## src/rtl/cat_pkg.sv

```systemverilog
// Shared types and defaults for the copy alias table.
// Used by cat_front, cat_back and copy_alias_table; depends on nothing.
`timescale 1ns / 1ps

package cat_pkg;

    // Default table size and id width
    localparam int TABLE_ENTRIES = 32;
    localparam int VAR_ID_BITS   = 16;

    // Request kinds as they arrive on the input channel
    typedef enum logic [2:0] {
        REQ_COPY       = 3'd0,
        REQ_COMPUTE    = 3'd1,
        REQ_READ_PAIR  = 3'd2,
        REQ_READ_ONE   = 3'd3,
        REQ_KILL       = 3'd4,
        REQ_CLEAR      = 3'd5,
        REQ_CLEAR_READ = 3'd6
    } req_t;

    // Operations after classification
    typedef enum logic [2:0] {
        OP_NOP,
        OP_CLEAR,
        OP_READ,
        OP_KILL,
        OP_COMPUTE,
        OP_COPY
    } op_t;

    // Control word carried through the queue
    typedef struct packed {
        op_t  op;
        logic rd_a;
        logic rd_b;
    } ctl_t;

endpackage

```

## src/rtl/cat_front.sv

```systemverilog
// Front end of the copy alias table: classifies incoming requests and
// queues them in a two-entry queue. Depends on cat_pkg.
`timescale 1ns / 1ps

module cat_front #(
    parameter int VAR_ID_BITS = cat_pkg::VAR_ID_BITS
) (
    input  logic                   clk,
    input  logic                   rst_n,
    // request side
    input  logic                   in_valid,
    output logic                   in_ready,
    input  logic [2:0]             in_req,
    input  logic                   in_label,
    input  logic [VAR_ID_BITS-1:0] in_dest,
    input  logic [VAR_ID_BITS-1:0] in_a,
    input  logic [VAR_ID_BITS-1:0] in_b,
    // queue head towards the back end
    output logic                   q_valid,
    input  logic                   q_ready,
    output cat_pkg::ctl_t          q_ctl,
    output logic [VAR_ID_BITS-1:0] q_dest,
    output logic [VAR_ID_BITS-1:0] q_a,
    output logic [VAR_ID_BITS-1:0] q_b
);

    cat_pkg::ctl_t          ctl_in;
    cat_pkg::ctl_t          q_ctl_reg  [2];
    logic [VAR_ID_BITS-1:0] q_dest_reg [2];
    logic [VAR_ID_BITS-1:0] q_a_reg    [2];
    logic [VAR_ID_BITS-1:0] q_b_reg    [2];
    logic                   wptr_reg;
    logic                   rptr_reg;
    logic [1:0]             count_reg;
    logic                   push;
    logic                   pop;

    // Classify the request
    always_comb
    begin
        ctl_in.op   = cat_pkg::OP_NOP;
        ctl_in.rd_a = 1'b0;
        ctl_in.rd_b = 1'b0;
        unique case (cat_pkg::req_t'(in_req))
            cat_pkg::REQ_COPY:
            begin
                ctl_in.op = in_label ? cat_pkg::OP_NOP : cat_pkg::OP_COPY;
            end
            cat_pkg::REQ_COMPUTE:
            begin
                ctl_in.op   = cat_pkg::OP_COMPUTE;
                ctl_in.rd_a = 1'b1;
                ctl_in.rd_b = 1'b1;
            end
            cat_pkg::REQ_READ_PAIR:
            begin
                ctl_in.op   = cat_pkg::OP_READ;
                ctl_in.rd_a = 1'b1;
                ctl_in.rd_b = 1'b1;
            end
            cat_pkg::REQ_READ_ONE:
            begin
                ctl_in.op   = cat_pkg::OP_READ;
                ctl_in.rd_a = 1'b1;
            end
            cat_pkg::REQ_KILL:
            begin
                ctl_in.op = cat_pkg::OP_KILL;
            end
            // a read straight after a clear never finds a copy
            cat_pkg::REQ_CLEAR, cat_pkg::REQ_CLEAR_READ:
            begin
                ctl_in.op = cat_pkg::OP_CLEAR;
            end
            default:
            begin
                ctl_in.op = cat_pkg::OP_NOP;
            end
        endcase
    end

    assign in_ready = (count_reg != 2'd2);
    assign push     = in_valid && in_ready;
    assign q_valid  = (count_reg != 2'd0);
    assign pop      = q_valid && q_ready;

    assign q_ctl  = q_ctl_reg[rptr_reg];
    assign q_dest = q_dest_reg[rptr_reg];
    assign q_a    = q_a_reg[rptr_reg];
    assign q_b    = q_b_reg[rptr_reg];

    // Store queue entries
    always_ff @(posedge clk)
    begin
        if (push)
        begin
            q_ctl_reg[wptr_reg]  <= ctl_in;
            q_dest_reg[wptr_reg] <= in_dest;
            q_a_reg[wptr_reg]    <= in_a;
            q_b_reg[wptr_reg]    <= in_b;
        end
    end

    // Advance pointers and occupancy
    always_ff @(posedge clk or negedge rst_n)
    begin
        if (!rst_n)
        begin
            wptr_reg  <= 1'b0;
            rptr_reg  <= 1'b0;
            count_reg <= 2'd0;
        end
        else
        begin
            if (push)
            begin
                wptr_reg <= ~wptr_reg;
            end
            if (pop)
            begin
                rptr_reg <= ~rptr_reg;
            end
            if (push && !pop)
            begin
                count_reg <= count_reg + 2'd1;
            end
            else if (pop && !push)
            begin
                count_reg <= count_reg - 2'd1;
            end
        end
    end

endmodule

```

## src/rtl/cat_back.sv

```systemverilog
// Back end of the copy alias table: holds the pair table, scans it one
// entry a cycle for lookups and kills, inserts copies and registers the
// result. Depends on cat_pkg.
`timescale 1ns / 1ps

module cat_back #(
    parameter int TABLE_ENTRIES = cat_pkg::TABLE_ENTRIES,
    parameter int VAR_ID_BITS   = cat_pkg::VAR_ID_BITS
) (
    input  logic                   clk,
    input  logic                   rst_n,
    // queue head from the front end
    input  logic                   q_valid,
    output logic                   q_ready,
    input  cat_pkg::ctl_t          q_ctl,
    input  logic [VAR_ID_BITS-1:0] q_dest,
    input  logic [VAR_ID_BITS-1:0] q_a,
    input  logic [VAR_ID_BITS-1:0] q_b,
    // result side
    output logic                   out_valid,
    input  logic                   out_ready,
    output logic [VAR_ID_BITS-1:0] out_a,
    output logic [VAR_ID_BITS-1:0] out_b,
    output logic                   out_changed,
    output logic                   out_full
);

    localparam int IW = $clog2(TABLE_ENTRIES);
    localparam logic [IW-1:0] LAST_IDX = IW'(TABLE_ENTRIES - 1);

    typedef enum logic [1:0] {S_IDLE, S_SCAN, S_FIN} state_t;
    typedef enum logic [1:0] {P_MAIN, P_FIND, P_COPY} phase_t;

    // pair table
    logic [VAR_ID_BITS-1:0]   key_mem [TABLE_ENTRIES];
    logic [VAR_ID_BITS-1:0]   val_mem [TABLE_ENTRIES];
    logic [TABLE_ENTRIES-1:0] valid_reg;
    logic [VAR_ID_BITS-1:0]   rd_key_reg;
    logic [VAR_ID_BITS-1:0]   rd_val_reg;

    state_t                   state_reg;
    phase_t                   phase_reg;
    cat_pkg::ctl_t            ctl_reg;
    logic [VAR_ID_BITS-1:0]   dest_reg;
    logic [VAR_ID_BITS-1:0]   a_reg;
    logic [VAR_ID_BITS-1:0]   b_reg;
    logic                     chg_reg;
    logic                     ra_hit_reg;
    logic [VAR_ID_BITS-1:0]   ra_val_reg;
    logic                     rb_hit_reg;
    logic [VAR_ID_BITS-1:0]   rb_val_reg;
    logic                     free_found_reg;
    logic [IW-1:0]            free_idx_reg;
    logic                     issue_reg;
    logic [IW-1:0]            addr_reg;
    logic                     pend_reg;
    logic [IW-1:0]            pidx_reg;
    logic                     out_valid_reg;
    logic [VAR_ID_BITS-1:0]   out_a_reg;
    logic [VAR_ID_BITS-1:0]   out_b_reg;
    logic                     out_chg_reg;
    logic                     out_full_reg;

    logic                     p_vld;
    logic                     key_a_hit;
    logic                     key_b_hit;
    logic                     kill_hit;
    logic                     scan_done;
    logic                     op_kills;
    logic                     a_repl;
    logic                     b_repl;
    logic                     out_take;
    logic                     ins_en;
    logic [VAR_ID_BITS-1:0]   ins_val;

    // Compare the entry that has just been read
    assign p_vld     = valid_reg[pidx_reg];
    assign key_a_hit = p_vld && (rd_key_reg == a_reg);
    assign key_b_hit = p_vld && (rd_key_reg == b_reg);
    assign kill_hit  = p_vld && ((rd_key_reg == dest_reg) || (rd_val_reg == dest_reg));
    assign scan_done = !issue_reg && !pend_reg;
    assign op_kills  = (ctl_reg.op == cat_pkg::OP_KILL) || (ctl_reg.op == cat_pkg::OP_COMPUTE);

    // Final operand replacement and insertion
    assign a_repl   = ctl_reg.rd_a && ra_hit_reg && (ra_val_reg != a_reg);
    assign b_repl   = ctl_reg.rd_b && rb_hit_reg && (rb_val_reg != b_reg);
    assign out_take = !out_valid_reg || out_ready;
    assign ins_en   = (state_reg == S_FIN) && out_take &&
                      (ctl_reg.op == cat_pkg::OP_COPY) && free_found_reg;
    assign ins_val  = ra_hit_reg ? ra_val_reg : a_reg;

    assign q_ready     = (state_reg == S_IDLE);
    assign out_valid   = out_valid_reg;
    assign out_a       = out_a_reg;
    assign out_b       = out_b_reg;
    assign out_changed = out_chg_reg;
    assign out_full    = out_full_reg;

    // Table storage: one write port, one registered read port
    always_ff @(posedge clk)
    begin
        if (ins_en)
        begin
            key_mem[free_idx_reg] <= dest_reg;
            val_mem[free_idx_reg] <= ins_val;
        end
        rd_key_reg <= key_mem[addr_reg];
        rd_val_reg <= val_mem[addr_reg];
    end

    // Sequencer, valid bits and result register
    always_ff @(posedge clk or negedge rst_n)
    begin
        if (!rst_n)
        begin
            state_reg      <= S_IDLE;
            phase_reg      <= P_MAIN;
            ctl_reg        <= '0;
            dest_reg       <= '0;
            a_reg          <= '0;
            b_reg          <= '0;
            chg_reg        <= 1'b0;
            ra_hit_reg     <= 1'b0;
            ra_val_reg     <= '0;
            rb_hit_reg     <= 1'b0;
            rb_val_reg     <= '0;
            free_found_reg <= 1'b0;
            free_idx_reg   <= '0;
            issue_reg      <= 1'b0;
            addr_reg       <= '0;
            pend_reg       <= 1'b0;
            pidx_reg       <= '0;
            valid_reg      <= '0;
            out_valid_reg  <= 1'b0;
            out_a_reg      <= '0;
            out_b_reg      <= '0;
            out_chg_reg    <= 1'b0;
            out_full_reg   <= 1'b0;
        end
        else
        begin
            // read pipeline: data for the issued address arrives in the following cycle
            pend_reg <= issue_reg;
            pidx_reg <= addr_reg;

            // drop the result once taken, unless a new one replaces it
            if (out_valid_reg && out_ready && (state_reg != S_FIN))
            begin
                out_valid_reg <= 1'b0;
            end

            unique case (state_reg)
                S_IDLE:
                begin
                    if (q_valid)
                    begin
                        ctl_reg        <= q_ctl;
                        dest_reg       <= q_dest;
                        a_reg          <= q_a;
                        b_reg          <= q_b;
                        chg_reg        <= 1'b0;
                        ra_hit_reg     <= 1'b0;
                        rb_hit_reg     <= 1'b0;
                        free_found_reg <= 1'b0;
                        addr_reg       <= '0;
                        unique case (q_ctl.op)
                            cat_pkg::OP_NOP:
                            begin
                                state_reg <= S_FIN;
                            end
                            cat_pkg::OP_CLEAR:
                            begin
                                valid_reg <= '0;
                                state_reg <= S_FIN;
                            end
                            cat_pkg::OP_COPY:
                            begin
                                phase_reg <= P_FIND;
                                issue_reg <= 1'b1;
                                state_reg <= S_SCAN;
                            end
                            default:
                            begin
                                phase_reg <= P_MAIN;
                                issue_reg <= 1'b1;
                                state_reg <= S_SCAN;
                            end
                        endcase
                    end
                end

                S_SCAN:
                begin
                    // advance the scan address
                    if (issue_reg)
                    begin
                        if (addr_reg == LAST_IDX)
                        begin
                            issue_reg <= 1'b0;
                        end
                        else
                        begin
                            addr_reg <= addr_reg + 1'b1;
                        end
                    end

                    // handle the entry that has arrived
                    if (pend_reg)
                    begin
                        unique case (phase_reg)
                            P_FIND:
                            begin
                                if (key_a_hit)
                                begin
                                    ra_hit_reg <= 1'b1;
                                    ra_val_reg <= rd_val_reg;
                                end
                            end
                            P_COPY:
                            begin
                                if (kill_hit)
                                begin
                                    valid_reg[pidx_reg] <= 1'b0;
                                end
                                else if (key_a_hit)
                                begin
                                    ra_hit_reg <= 1'b1;
                                    ra_val_reg <= rd_val_reg;
                                end
                                if ((!p_vld || kill_hit) && !free_found_reg)
                                begin
                                    free_found_reg <= 1'b1;
                                    free_idx_reg   <= pidx_reg;
                                end
                            end
                            default:
                            begin
                                if (key_a_hit)
                                begin
                                    ra_hit_reg <= 1'b1;
                                    ra_val_reg <= rd_val_reg;
                                end
                                if (key_b_hit)
                                begin
                                    rb_hit_reg <= 1'b1;
                                    rb_val_reg <= rd_val_reg;
                                end
                                if (op_kills && kill_hit)
                                begin
                                    valid_reg[pidx_reg] <= 1'b0;
                                end
                            end
                        endcase
                    end

                    // end of pass: rewrite the copy source, or finish
                    if (scan_done)
                    begin
                        if (phase_reg == P_FIND)
                        begin
                            if (ra_hit_reg && (ra_val_reg != a_reg))
                            begin
                                a_reg   <= ra_val_reg;
                                chg_reg <= 1'b1;
                            end
                            ra_hit_reg <= 1'b0;
                            phase_reg  <= P_COPY;
                            addr_reg   <= '0;
                            issue_reg  <= 1'b1;
                        end
                        else
                        begin
                            state_reg <= S_FIN;
                        end
                    end
                end

                S_FIN:
                begin
                    if (out_take)
                    begin
                        out_valid_reg <= 1'b1;
                        out_a_reg     <= a_repl ? ra_val_reg : a_reg;
                        out_b_reg     <= b_repl ? rb_val_reg : b_reg;
                        out_chg_reg   <= chg_reg || a_repl || b_repl;
                        out_full_reg  <= (ctl_reg.op == cat_pkg::OP_COPY) && !free_found_reg;
                        if (ins_en)
                        begin
                            valid_reg[free_idx_reg] <= 1'b1;
                        end
                        state_reg <= S_IDLE;
                    end
                    else if (out_valid_reg && out_ready)
                    begin
                        out_valid_reg <= 1'b0;
                    end
                end

                default:
                begin
                    state_reg <= S_IDLE;
                end
            endcase
        end
    end

endmodule

```

## src/rtl/copy_alias_table.sv

```systemverilog
// Top level of the copy alias table: stream ports, id width adaption,
// front end and back end. Depends on cat_pkg, cat_front and cat_back.
`timescale 1ns / 1ps

// Local copy propagation over a table of copy pairs (destination -> source).
// Input channel s_axis_*: one three-address request per item; tuser carries
// the request kind and the label flag, tdata the three variable ids.
// Output channel m_axis_*: exactly one result item per request, in order;
// tdata carries both operands after propagation, tuser the changed and
// table-full flags.
// Requests pass through a two-entry queue into a back end that walks the
// table one entry a cycle through its single registered read port, so
// with N = TABLE_ENTRIES:
//   read, compute and kill take one pass over the N entries,
//   copy takes two passes,
//   clear, clear-then-read, label copies and unused kinds take no pass.
// The queue keeps accepting while the back end works, up to two items.
// Reset empties the table and the queue at once; no clearing pass.
// A stalled receiver holds the result in the output register; the back end
// may still finish its scan and then waits until the result is taken.

module copy_alias_table #(
    parameter int TABLE_ENTRIES = cat_pkg::TABLE_ENTRIES,
    parameter int VAR_ID_BITS   = cat_pkg::VAR_ID_BITS
) (
    input  logic        clk,
    input  logic        rst_n,
    input  logic        s_axis_tvalid,
    output logic        s_axis_tready,
    input  logic [47:0] s_axis_tdata,   // dest_var[15:0], src_a[31:16], src_b[47:32]
    input  logic [3:0]  s_axis_tuser,   // req_type[2:0], src_is_label[3]
    output logic        m_axis_tvalid,
    input  logic        m_axis_tready,
    output logic [31:0] m_axis_tdata,   // out_src_a[15:0], out_src_b[31:16]
    output logic [1:0]  m_axis_tuser    // changed[0], table_full[1]
);

    logic [31:0]            dest32;
    logic [31:0]            a32;
    logic [31:0]            b32;
    logic [VAR_ID_BITS-1:0] in_dest;
    logic [VAR_ID_BITS-1:0] in_a;
    logic [VAR_ID_BITS-1:0] in_b;

    logic                   q_valid;
    logic                   q_ready;
    cat_pkg::ctl_t          q_ctl;
    logic [VAR_ID_BITS-1:0] q_dest;
    logic [VAR_ID_BITS-1:0] q_a;
    logic [VAR_ID_BITS-1:0] q_b;

    logic [VAR_ID_BITS-1:0] res_a;
    logic [VAR_ID_BITS-1:0] res_b;
    logic [31:0]            res_a32;
    logic [31:0]            res_b32;
    logic                   res_chg;
    logic                   res_full;

    // Take ids modulo the internal id width
    assign dest32  = 32'(s_axis_tdata[15:0]);
    assign a32     = 32'(s_axis_tdata[31:16]);
    assign b32     = 32'(s_axis_tdata[47:32]);
    assign in_dest = dest32[VAR_ID_BITS-1:0];
    assign in_a    = a32[VAR_ID_BITS-1:0];
    assign in_b    = b32[VAR_ID_BITS-1:0];

    cat_front #(
        .VAR_ID_BITS (VAR_ID_BITS)
    ) u_front (
        .clk      (clk),
        .rst_n    (rst_n),
        .in_valid (s_axis_tvalid),
        .in_ready (s_axis_tready),
        .in_req   (s_axis_tuser[2:0]),
        .in_label (s_axis_tuser[3]),
        .in_dest  (in_dest),
        .in_a     (in_a),
        .in_b     (in_b),
        .q_valid  (q_valid),
        .q_ready  (q_ready),
        .q_ctl    (q_ctl),
        .q_dest   (q_dest),
        .q_a      (q_a),
        .q_b      (q_b)
    );

    cat_back #(
        .TABLE_ENTRIES (TABLE_ENTRIES),
        .VAR_ID_BITS   (VAR_ID_BITS)
    ) u_back (
        .clk         (clk),
        .rst_n       (rst_n),
        .q_valid     (q_valid),
        .q_ready     (q_ready),
        .q_ctl       (q_ctl),
        .q_dest      (q_dest),
        .q_a         (q_a),
        .q_b         (q_b),
        .out_valid   (m_axis_tvalid),
        .out_ready   (m_axis_tready),
        .out_a       (res_a),
        .out_b       (res_b),
        .out_changed (res_chg),
        .out_full    (res_full)
    );

    // Pack the result onto the 16-bit port fields
    assign res_a32      = 32'(res_a);
    assign res_b32      = 32'(res_b);
    assign m_axis_tdata = {res_b32[15:0], res_a32[15:0]};
    assign m_axis_tuser = {res_full, res_chg};

endmodule

```

## config.mk

```make
export PLATFORM = sky130hd
export DESIGN_NAME = copy_alias_table
export DESIGN_NICKNAME = d
export VERILOG_FILES = /design/src/rtl/cat_pkg.sv /design/src/rtl/cat_front.sv /design/src/rtl/cat_back.sv /design/src/rtl/copy_alias_table.sv
export SDC_FILE = /design/constraint.sdc
export NUM_CORES = 1
export LEC_CHECK = 0
export BUFFER_PORTS_ARGS = -buffer_cell sky130_fd_sc_hd__buf_2
export CORE_MARGIN = 4
export CORE_UTILIZATION = 60
export DETAILED_ROUTE_END_ITERATION = 8
export MAX_ROUTING_LAYER = met4
export PLACE_DENSITY = 0.88
export SETUP_SLACK_MARGIN = 0.5
export SLEW_MARGIN = 20
export SYNTH_ARGS = -nofsm -noshare
export SYNTH_HDL_FRONTEND = slang
export SYNTH_HIERARCHICAL = 1
export SYNTH_SLANG_ARGS = --single-unit
```

## constraint.sdc

```tcl
create_clock -name clk -period 4.95 [get_ports clk]
set_input_delay 0.495 -clock clk [delete_from_list [all_inputs] [get_ports clk]]
set_output_delay 0.495 -clock clk [all_outputs]
set_load 0.005 [all_outputs]
```

==> results of run 1 <==
==> per-layer routing <==
metal / wire, um / track usage, % / part of all wire [%] / vias up
met5: 0 / - / 0 / -
met4: 11600 / 19.6 / 7.6 / 0
met3: 16400 / 6.76 / 11 / 647
met2: 76900 / 55.1 / 51 / 2763
met1: 47300 / 40.1 / 31 / 15100
li1: - / - / - / 11100
==> cell usage after synthesis (7+ instances only) <==
cell	instances	share of area [%]
edfxtp_1	1130	63
mux4_2	323	14
dfrtp_1	181	8.5
mux2_2	149	3.1
nor2_1	114	0.80
clkbuf_1	91	0.64
xor2_1	86	1.4
o21ai_0	63	0.59
mux2i_1	59	1.1
mux2_4	58	1.6
nand2_1	54	0.38
a21oi_1	39	0.36
dfxtp_1	32	1.2
a21boi_0	31	0.43
buf_1	30	0.21
nand3_1	21	0.20
nor4_1	20	0.23
xnor2_1	17	0.28
o211ai_1	14	0.20
inv_1	13	0.091
nor3_1	12	0.11
buf_2	10	0.093
nand4_1	10	0.12
ha_1	8	0.19
nand2b_1	7	0.082
==> cell type report <==
cell class	count	area share, %
clock inverters	62	0.866
clock buffers	172	5.94
multi-input cells	1144	23.2
repair buffers	215	2.73
diodes	1	0.00414
inverters	13	0.0808
well taps	1165	2.41
flip-flops and latches	1343	64.8
==> kinds of logic after synthesis <==
| kind of cell | synth area share, % |
|---|---|
| compound gates | 2.05 |
| buf+inv | 1.34 |
| xor+xnor | 1.68 |
| mux | 19.4 |
| simple gates | 2.30 |
| flops | 73.0 |
| fa+ha+maj | 0.187 |
==> through the flow <==
step / hold slack (ps) / cell area, um^2 / utilization (%)
floorplan: 199 / 53600 / -
global placement: 476 / 55800 / 63.0
detailed placement: 492 / 55800 / 63.0
CTS: 77.2 / 60400 / 68.2
global route: 101 / 60400 / 68.3
finish: 103 / 60400 / 68.3
==> power breakdown <==
part | leakage (uW) | switching (uW) | internal [uW]
Combinational | 0.00537 | 5040 | 3420
Sequential | 0.0128 | 1400 | 14300
Clock | 0.00201 | 4430 | 5450
Total | 0.0202 | 10900 | 23100
==> layout by cell type (no fill, tap or decap), types with 5 or more instances in the layout <==
master	Yosys	final
edfxtp_1	1130	1130
mux4_2	323	323
dfrtp_1	181	171
mux2_2	149	149
clkbuf_16	0	135
buf_2	10	90
xor2_1	86	86
nor2_1	114	80
buf_4	3	65
o21ai_0	63	62
mux2i_1	59	59
mux2_4	58	58
nand2_1	54	54
dlygate4sd3_1	0	49
a21oi_1	39	38
nor2_4	0	34
dfxtp_1	32	32
a21boi_0	31	31
clkbuf_1	91	30
clkinv_1	0	26
nand3_1	21	21
nor4_1	20	20
xnor2_1	17	17
clkinv_2	0	15
o211ai_1	14	14
inv_1	13	13
nor3_1	12	12
nand4_1	10	10
buf_12	6	9
clkbuf_8	0	8
nand2b_1	7	7
ha_1	8	7
inv_6	0	6
bufinv_16	0	6
o311ai_0	6	6
a31oi_1	6	6
dfrtp_2	0	6
nand3b_1	5	5
==> worst paths after layout <==
kind / to / depth (start not counted) / start / slack (ps)
worst min register to register: u_front/count_reg[1] / 1 / u_front/count_reg[1] / 500
max in group asynchronous: u_back/dest_reg[8] / 3 / rst_n / 3140
worst max register to register: u_back/ra_val_reg[2] / 7 / u_back/pidx_reg[1] / 1180
worst max-delay path: u_back/ra_val_reg[2] / 7 / u_back/pidx_reg[1] / 1180
min in group asynchronous: u_back/valid_reg[10] / 2 / rst_n / 420
worst min-delay path: u_front/q_ctl_reg[1][4] / 2 / s_axis_tuser[3] / 100
==> worst max-delay path, cell delays in order, from the launching register on <==
cell and delay (ps):
dfrtp_1 1070, mux2i_1 200, o22ai_1 240, nor3_1 100, o211a_1 330, nor2_1 180
nand4_1 870, mux2_2 650
==> repair_timing <==
item / 4_1_cts / 5_1_grt
hold endpoints to repair: 209 / 0
setup buffers: 0 / 0
hold buffers: 49 / 0
==> impl_metrics.prom, run 1 <==
# TYPE chip_impl_metric gauge
chip_impl_metric{name="fillerInstances",unit=""} 4922
chip_impl_metric{name="globalRoute.totalOverflow",unit=""} 0
chip_impl_metric{name="first_pass_grt_wire_length",unit="um"} 220000
chip_impl_metric{name="floorplan.die.height",unit="um"} 307
chip_impl_metric{name="required",unit="ps"} 5580
chip_impl_metric{name="grt_start_max_net_pins",unit=""} 116
chip_impl_metric{name="worst-path-max-fanout",unit=""} 28
chip_impl_metric{name="dpl.cell_count",unit=""} 3830
chip_impl_metric{name="tritoncts.num_buffers",unit=""} 131
chip_impl_metric{name="timing_hold_violations_final",unit=""} 0
chip_impl_info{name="timing_worst_setup_path_type",value="register to register"} 1
chip_impl_metric{name="p_leak",unit="uW"} 0.0202
chip_impl_metric{name="track_usage",unit="%"} 33.9
chip_impl_metric{name="dp_worst_setup_slack",unit="ps"} 1420
chip_impl_metric{name="floorplan.die_area",unit="um^2"} 94100
chip_impl_metric{name="post_route_cells_drive_above_1_share",unit="%"} 31.5
chip_impl_metric{name="period_minus_slack",unit="ps"} 3770
chip_impl_info{name="timing.hold.worst.class",value="input pin to register"} 1
chip_impl_metric{name="detail_route.iter0.violations",unit=""} 5039
chip_impl_metric{name="clock_insertion_delay_worst_skew",unit="ps"} 760
chip_impl_metric{name="power.density",unit="nW/um^2"} 563
chip_impl_metric{name="multiInputGateArea",unit="um^2"} 14000
chip_impl_metric{name="synth_async_sr_flop_share",unit="%"} 13.5
chip_impl_metric{name="maxSlewHeadroom",unit="%"} 26.1
chip_impl_metric{name="cts_repair_resize_count",unit=""} 0
chip_impl_metric{name="numClockSinks",unit=""} 1343
chip_impl_metric{name="port_bufs",unit=""} 91
chip_impl_info{name="top_regs",value="u_back/key_mem x512, u_back/val_mem x512"} 1
chip_impl_metric{name="seq_area",unit="um^2"} 39100
chip_impl_metric{name="synth-edff-count",unit=""} 1130
chip_impl_metric{name="setup_slack",unit="ps"} 1180
chip_impl_metric{name="post_synthesis_sequential_area_ratio",unit="%"} 73.0
chip_impl_metric{name="wire_per_inst",unit="um"} 37.0
chip_impl_info{name="cp-end-kind",value="register"} 1
chip_impl_metric{name="netlist_area",unit="um^2"} 53600
chip_impl_info{name="clock_tree_from_tritoncts",value="done"} 1
chip_impl_metric{name="post-dp-hpwl",unit="um"} 80700
chip_impl_metric{name="setup-violations-final",unit=""} 0
chip_impl_metric{name="max_freq",unit="MHz"} 265
chip_impl_metric{name="timing_max_transition_violations_final",unit=""} 0
chip_impl_metric{name="syn-mean-instance-area",unit="um^2"} 20.3
chip_impl_metric{name="number_of_buffers_on_the_longest_clock_path",unit=""} 3
chip_impl_metric{name="cap_violations",unit=""} 0
chip_impl_metric{name="grt_antenna_before_repair",unit=""} 1
chip_impl_metric{name="flow.area_growth_from_synthesis",unit="%"} 12.8
chip_impl_metric{name="synthCells",unit=""} 2642
chip_impl_metric{name="ys_types",unit=""} 59
chip_impl_metric{name="routed_wl",unit="um"} 152000
chip_impl_metric{name="yosysWarningCount",unit=""} 6
chip_impl_metric{name="core_region_area",unit="um^2"} 88500
chip_impl_metric{name="grt_pass1_vias",unit=""} 30100
chip_impl_metric{name="ir_drop",unit="V"} 0.000458
chip_impl_metric{name="fin_crit_sh",unit="%"} 76.2
chip_impl_metric{name="syn_nets",unit=""} 2706
chip_impl_metric{name="starting_utilization_of_the_core_area",unit="%"} 60.5
chip_impl_metric{name="ant_nets",unit=""} 0
chip_impl_metric{name="ios",unit=""} 92
chip_impl_metric{name="total_negative_setup_slacks",unit="ps"} 0
chip_impl_metric{name="die_w",unit="um"} 307
chip_impl_metric{name="total_power",unit="uW"} 34000
chip_impl_metric{name="cts.clk_slew.worst_paths",unit="ps"} 60
chip_impl_metric{name="drc",unit=""} 0
chip_impl_metric{name="vias_per_cell",unit=""} 7.20
chip_impl_info{name="outcome",value="finished, final reports clean"} 1
chip_impl_info{name="rsz0062_at_grt",value="false"} 1
chip_impl_metric{name="final-instance-count-excl-fill",unit=""} 4115
chip_impl_metric{name="synth_seq_cells",unit=""} 1343
chip_impl_metric{name="clock_tree.htree_level_count",unit=""} 4
chip_impl_info{name="cts_root_buffer",value="clkbuf_16"} 1
chip_impl_metric{name="number_of_iterations_in_the_first_detailed_routing_pass",unit=""} 6
chip_impl_info{name="yosys_most_used_dff",value="edfxtp_1"} 1
chip_impl_metric{name="finalWeightedCongestion",unit=""} 0.884
chip_impl_metric{name="nNetsFinal",unit=""} 2912
chip_impl_metric{name="critical_path_arrival",unit="ps"} 4400
chip_impl_info{name="critical_path.startpoint_type",value="register"} 1
chip_impl_metric{name="tightestPinTransition",unit="ps"} 1110
chip_impl_metric{name="final.setup_skew",unit="ps"} 30.9
chip_impl_metric{name="routed-via-count",unit=""} 29600
chip_impl_metric{name="floorplan.rows",unit=""} 109
Note: power is estimated with default switching activity, not from simulation.
==> inputs of run 2 (changes only) <==
Clock period 4.95 ns to 3.8 ns, I/O delays scaled along.
==> run 2 against run 1 <==
Compared with the run above: via count increased by 0.74%; clock skew rose by 13 ps; power up 29%; routed wire length is 1.8% higher; final cell count grew 1.1%; maximum frequency up 18%; cell area grew 1.2%; sequential power is 32% higher; utilization is 0.85 points higher.
==> impl_metrics.prom, run 2 (synthesis gave the netlist of run 1 again) <==
# TYPE chip_impl_metric gauge
chip_impl_metric{name="period_minus_slack",unit="ps"} 3200
chip_impl_metric{name="post_route_cells_drive_above_1_share",unit="%"} 33.0
chip_impl_metric{name="starting_utilization_of_the_core_area",unit="%"} 60.5
chip_impl_metric{name="setup-violations-final",unit=""} 0
chip_impl_info{name="cp-end-kind",value="register"} 1
chip_impl_metric{name="clock_insertion_delay_worst_skew",unit="ps"} 770
chip_impl_metric{name="numClockSinks",unit=""} 1343
chip_impl_info{name="timing_worst_setup_path_type",value="register to register"} 1
chip_impl_metric{name="port_bufs",unit=""} 91
chip_impl_metric{name="ff2ff_setup_slack",unit="ps"} 600
chip_impl_info{name="timing.hold.worst.class",value="input pin to register"} 1
chip_impl_metric{name="grt_start_max_net_pins",unit=""} 93
chip_impl_metric{name="tritoncts.num_buffers",unit=""} 131
chip_impl_metric{name="number_of_iterations_in_the_first_detailed_routing_pass",unit=""} 5
chip_impl_metric{name="utilization",unit="%"} 69.1
chip_impl_metric{name="drc",unit=""} 0
chip_impl_info{name="critical_path.cell_chain",value="xor2_1, nor4_1, nand4_1, nand2_1, nand2b_1, a21oi_2, buf_4, mux2_2"} 1
chip_impl_metric{name="vias_per_cell",unit=""} 7.17
chip_impl_metric{name="grt_pass1_vias",unit=""} 30700
chip_impl_metric{name="timing_max_transition_violations_final",unit=""} 0
chip_impl_metric{name="floorplan.die_area",unit="um^2"} 94100
chip_impl_metric{name="fin_crit_sh",unit="%"} 84.1
chip_impl_metric{name="flow.area_growth_from_synthesis",unit="%"} 14.2
chip_impl_metric{name="worst-path-max-fanout",unit=""} 35
chip_impl_metric{name="ant_nets",unit=""} 0
chip_impl_metric{name="first_pass_grt_wire_length",unit="um"} 223000
chip_impl_info{name="outcome",value="finished, final reports clean"} 1
chip_impl_metric{name="core_region_area",unit="um^2"} 88500
chip_impl_metric{name="final-instance-count-excl-fill",unit=""} 4161
chip_impl_metric{name="timing_hold_violations_final",unit=""} 0
chip_impl_metric{name="critical_path_arrival",unit="ps"} 3810
chip_impl_metric{name="setup_slack",unit="ps"} 604
chip_impl_info{name="layout.cells.most_common_list",value="edfxtp_1, mux4_2, dfrtp_1, mux2_2, clkbuf_16"} 1
chip_impl_metric{name="dp_worst_setup_slack",unit="ps"} 479
chip_impl_metric{name="final.setup_skew",unit="ps"} 43.9
chip_impl_metric{name="ir_drop",unit="V"} 0.000671
chip_impl_metric{name="track_usage",unit="%"} 34.5
chip_impl_metric{name="die_w",unit="um"} 307
chip_impl_metric{name="max_freq",unit="MHz"} 313
chip_impl_metric{name="dpl.cell_count",unit=""} 3864
chip_impl_metric{name="tightestPinTransition",unit="ps"} 1110
chip_impl_metric{name="routed-via-count",unit=""} 29800
chip_impl_info{name="most_common_cell_after_layout_fill_and_taps_aside",value="edfxtp_1"} 1
chip_impl_metric{name="post-dp-hpwl",unit="um"} 80500
chip_impl_metric{name="globalRoute.totalOverflow",unit=""} 0
chip_impl_metric{name="wire_per_inst",unit="um"} 37.2
chip_impl_info{name="critical_path.slowest_cell",value="dfrtp_2"} 1
chip_impl_metric{name="required",unit="ps"} 4420
chip_impl_info{name="clock_tree_from_tritoncts",value="done"} 1
chip_impl_metric{name="finalWeightedCongestion",unit=""} 0.881
chip_impl_metric{name="ios",unit=""} 92
chip_impl_info{name="cts_root_buffer",value="clkbuf_16"} 1
chip_impl_metric{name="p_leak",unit="uW"} 0.0205
chip_impl_info{name="rsz0062_at_grt",value="false"} 1
chip_impl_metric{name="floorplan.rows",unit=""} 109
chip_impl_info{name="critical_path.startpoint_type",value="register"} 1
chip_impl_metric{name="total_power",unit="uW"} 43900
chip_impl_metric{name="nNetsFinal",unit=""} 2950
chip_impl_metric{name="number_of_buffers_on_the_longest_clock_path",unit=""} 3
chip_impl_metric{name="cts.clk_slew.worst_paths",unit="ps"} 70
chip_impl_info{name="top_regs",value="u_back/key_mem x512, u_back/val_mem x512"} 1
chip_impl_metric{name="critPathMaxStageDelay",unit="ps"} 830
chip_impl_metric{name="detail_route.iter0.violations",unit=""} 4784
chip_impl_metric{name="total_negative_setup_slacks",unit="ps"} 0
chip_impl_metric{name="post_cts.repair.setup_buffers",unit=""} 0
chip_impl_metric{name="grt_antenna_before_repair",unit=""} 4
chip_impl_metric{name="floorplan.die.height",unit="um"} 307
chip_impl_metric{name="maxSlewHeadroom",unit="%"} 26.0
chip_impl_metric{name="clock_tree.htree_level_count",unit=""} 4
chip_impl_metric{name="cap_violations",unit=""} 0
chip_impl_metric{name="power.density",unit="nW/um^2"} 718
chip_impl_metric{name="routed_wl",unit="um"} 155000
run 2: worst max-delay path: cells and delay by family, from the launching register on:
| family | cells | cell delay, ps |
|---|---|---|
| AND/OR/NAND/NOR | 4 | 990 |
| buffers and inverters | 1 | 400 |
| multiplexers | 1 | 400 |
| XOR/XNOR | 1 | 250 |
| flip-flops | 1 | 830 |
| AO/OA/AOI/OAI | 1 | 160 |
run 2: report_power, final:
| part | switching [uW] | leakage (uW) | total (uW) | internal (uW) |
|---|---|---|---|---|
| clock | 5950 | 0.00208 | 13000 | 7090 |
| sequential | 2100 | 0.0128 | 20700 | 18600 |
| combinational | 5670 | 0.00563 | 10200 | 4510 |
run 2: stage by stage:
step,cell area (um^2),hold WS [ps]
global placement,56300,476
finish,61200,68.7
global route,61200,44.3
CTS,61100,15.4
floorplan,53600,84.4
detailed placement,56300,507
run 2: what timing repair did:
| action | 4_1_cts | 5_1_grt |
|---|---|---|
| resized for setup | 2 | 1 |
| hold buffers | 53 | 0 |
| endpoints found under the setup margin | 31 | 31 |
| cloned | 0 | 0 |
| hold endpoints to repair | 193 | 0 |
run 2: worst paths after layout:
check	cells past startpoint	to	from
min reg2reg	1	u_back/out_full	u_back/free_found_reg
max reg2reg	8	u_back/valid_reg[11]	u_back/dest_reg[14]
min	2	u_front/q_ctl_reg[0][2]	s_axis_tuser[0]
max	8	u_back/valid_reg[11]	u_back/dest_reg[14]
max in group asynchronous	3	u_back/out_a[15]	rst_n
min in group asynchronous	2	u_back/valid_reg[29]	rst_n
run 2: cell type report:
type / instances / area [um^2]
Sequential cell: 1343 / 39100
Fill cell: 4874 / 27300
Multi-Input combinational cell: 1144 / 14000
Clock buffer: 164 / 3500
Timing Repair Buffer: 253 / 2200
Tap cell: 1165 / 1460
Clock inverter: 75 / 785
Inverter: 13 / 48.8
Antenna cell: 4 / 10.0
run 2: layer usage:
| layer | vias up | global-route usage, % | part of all wire (%) |
|---|---|---|---|
| met2 | 2675 | 55.4 | 50 |
| met5 | - | - | 0 |
| met3 | 691 | 7.72 | 12 |
| met4 | 0 | 19.3 | 7.1 |
| met1 | 15300 | 41.0 | 31 |
| li1 | 11200 | - | - |
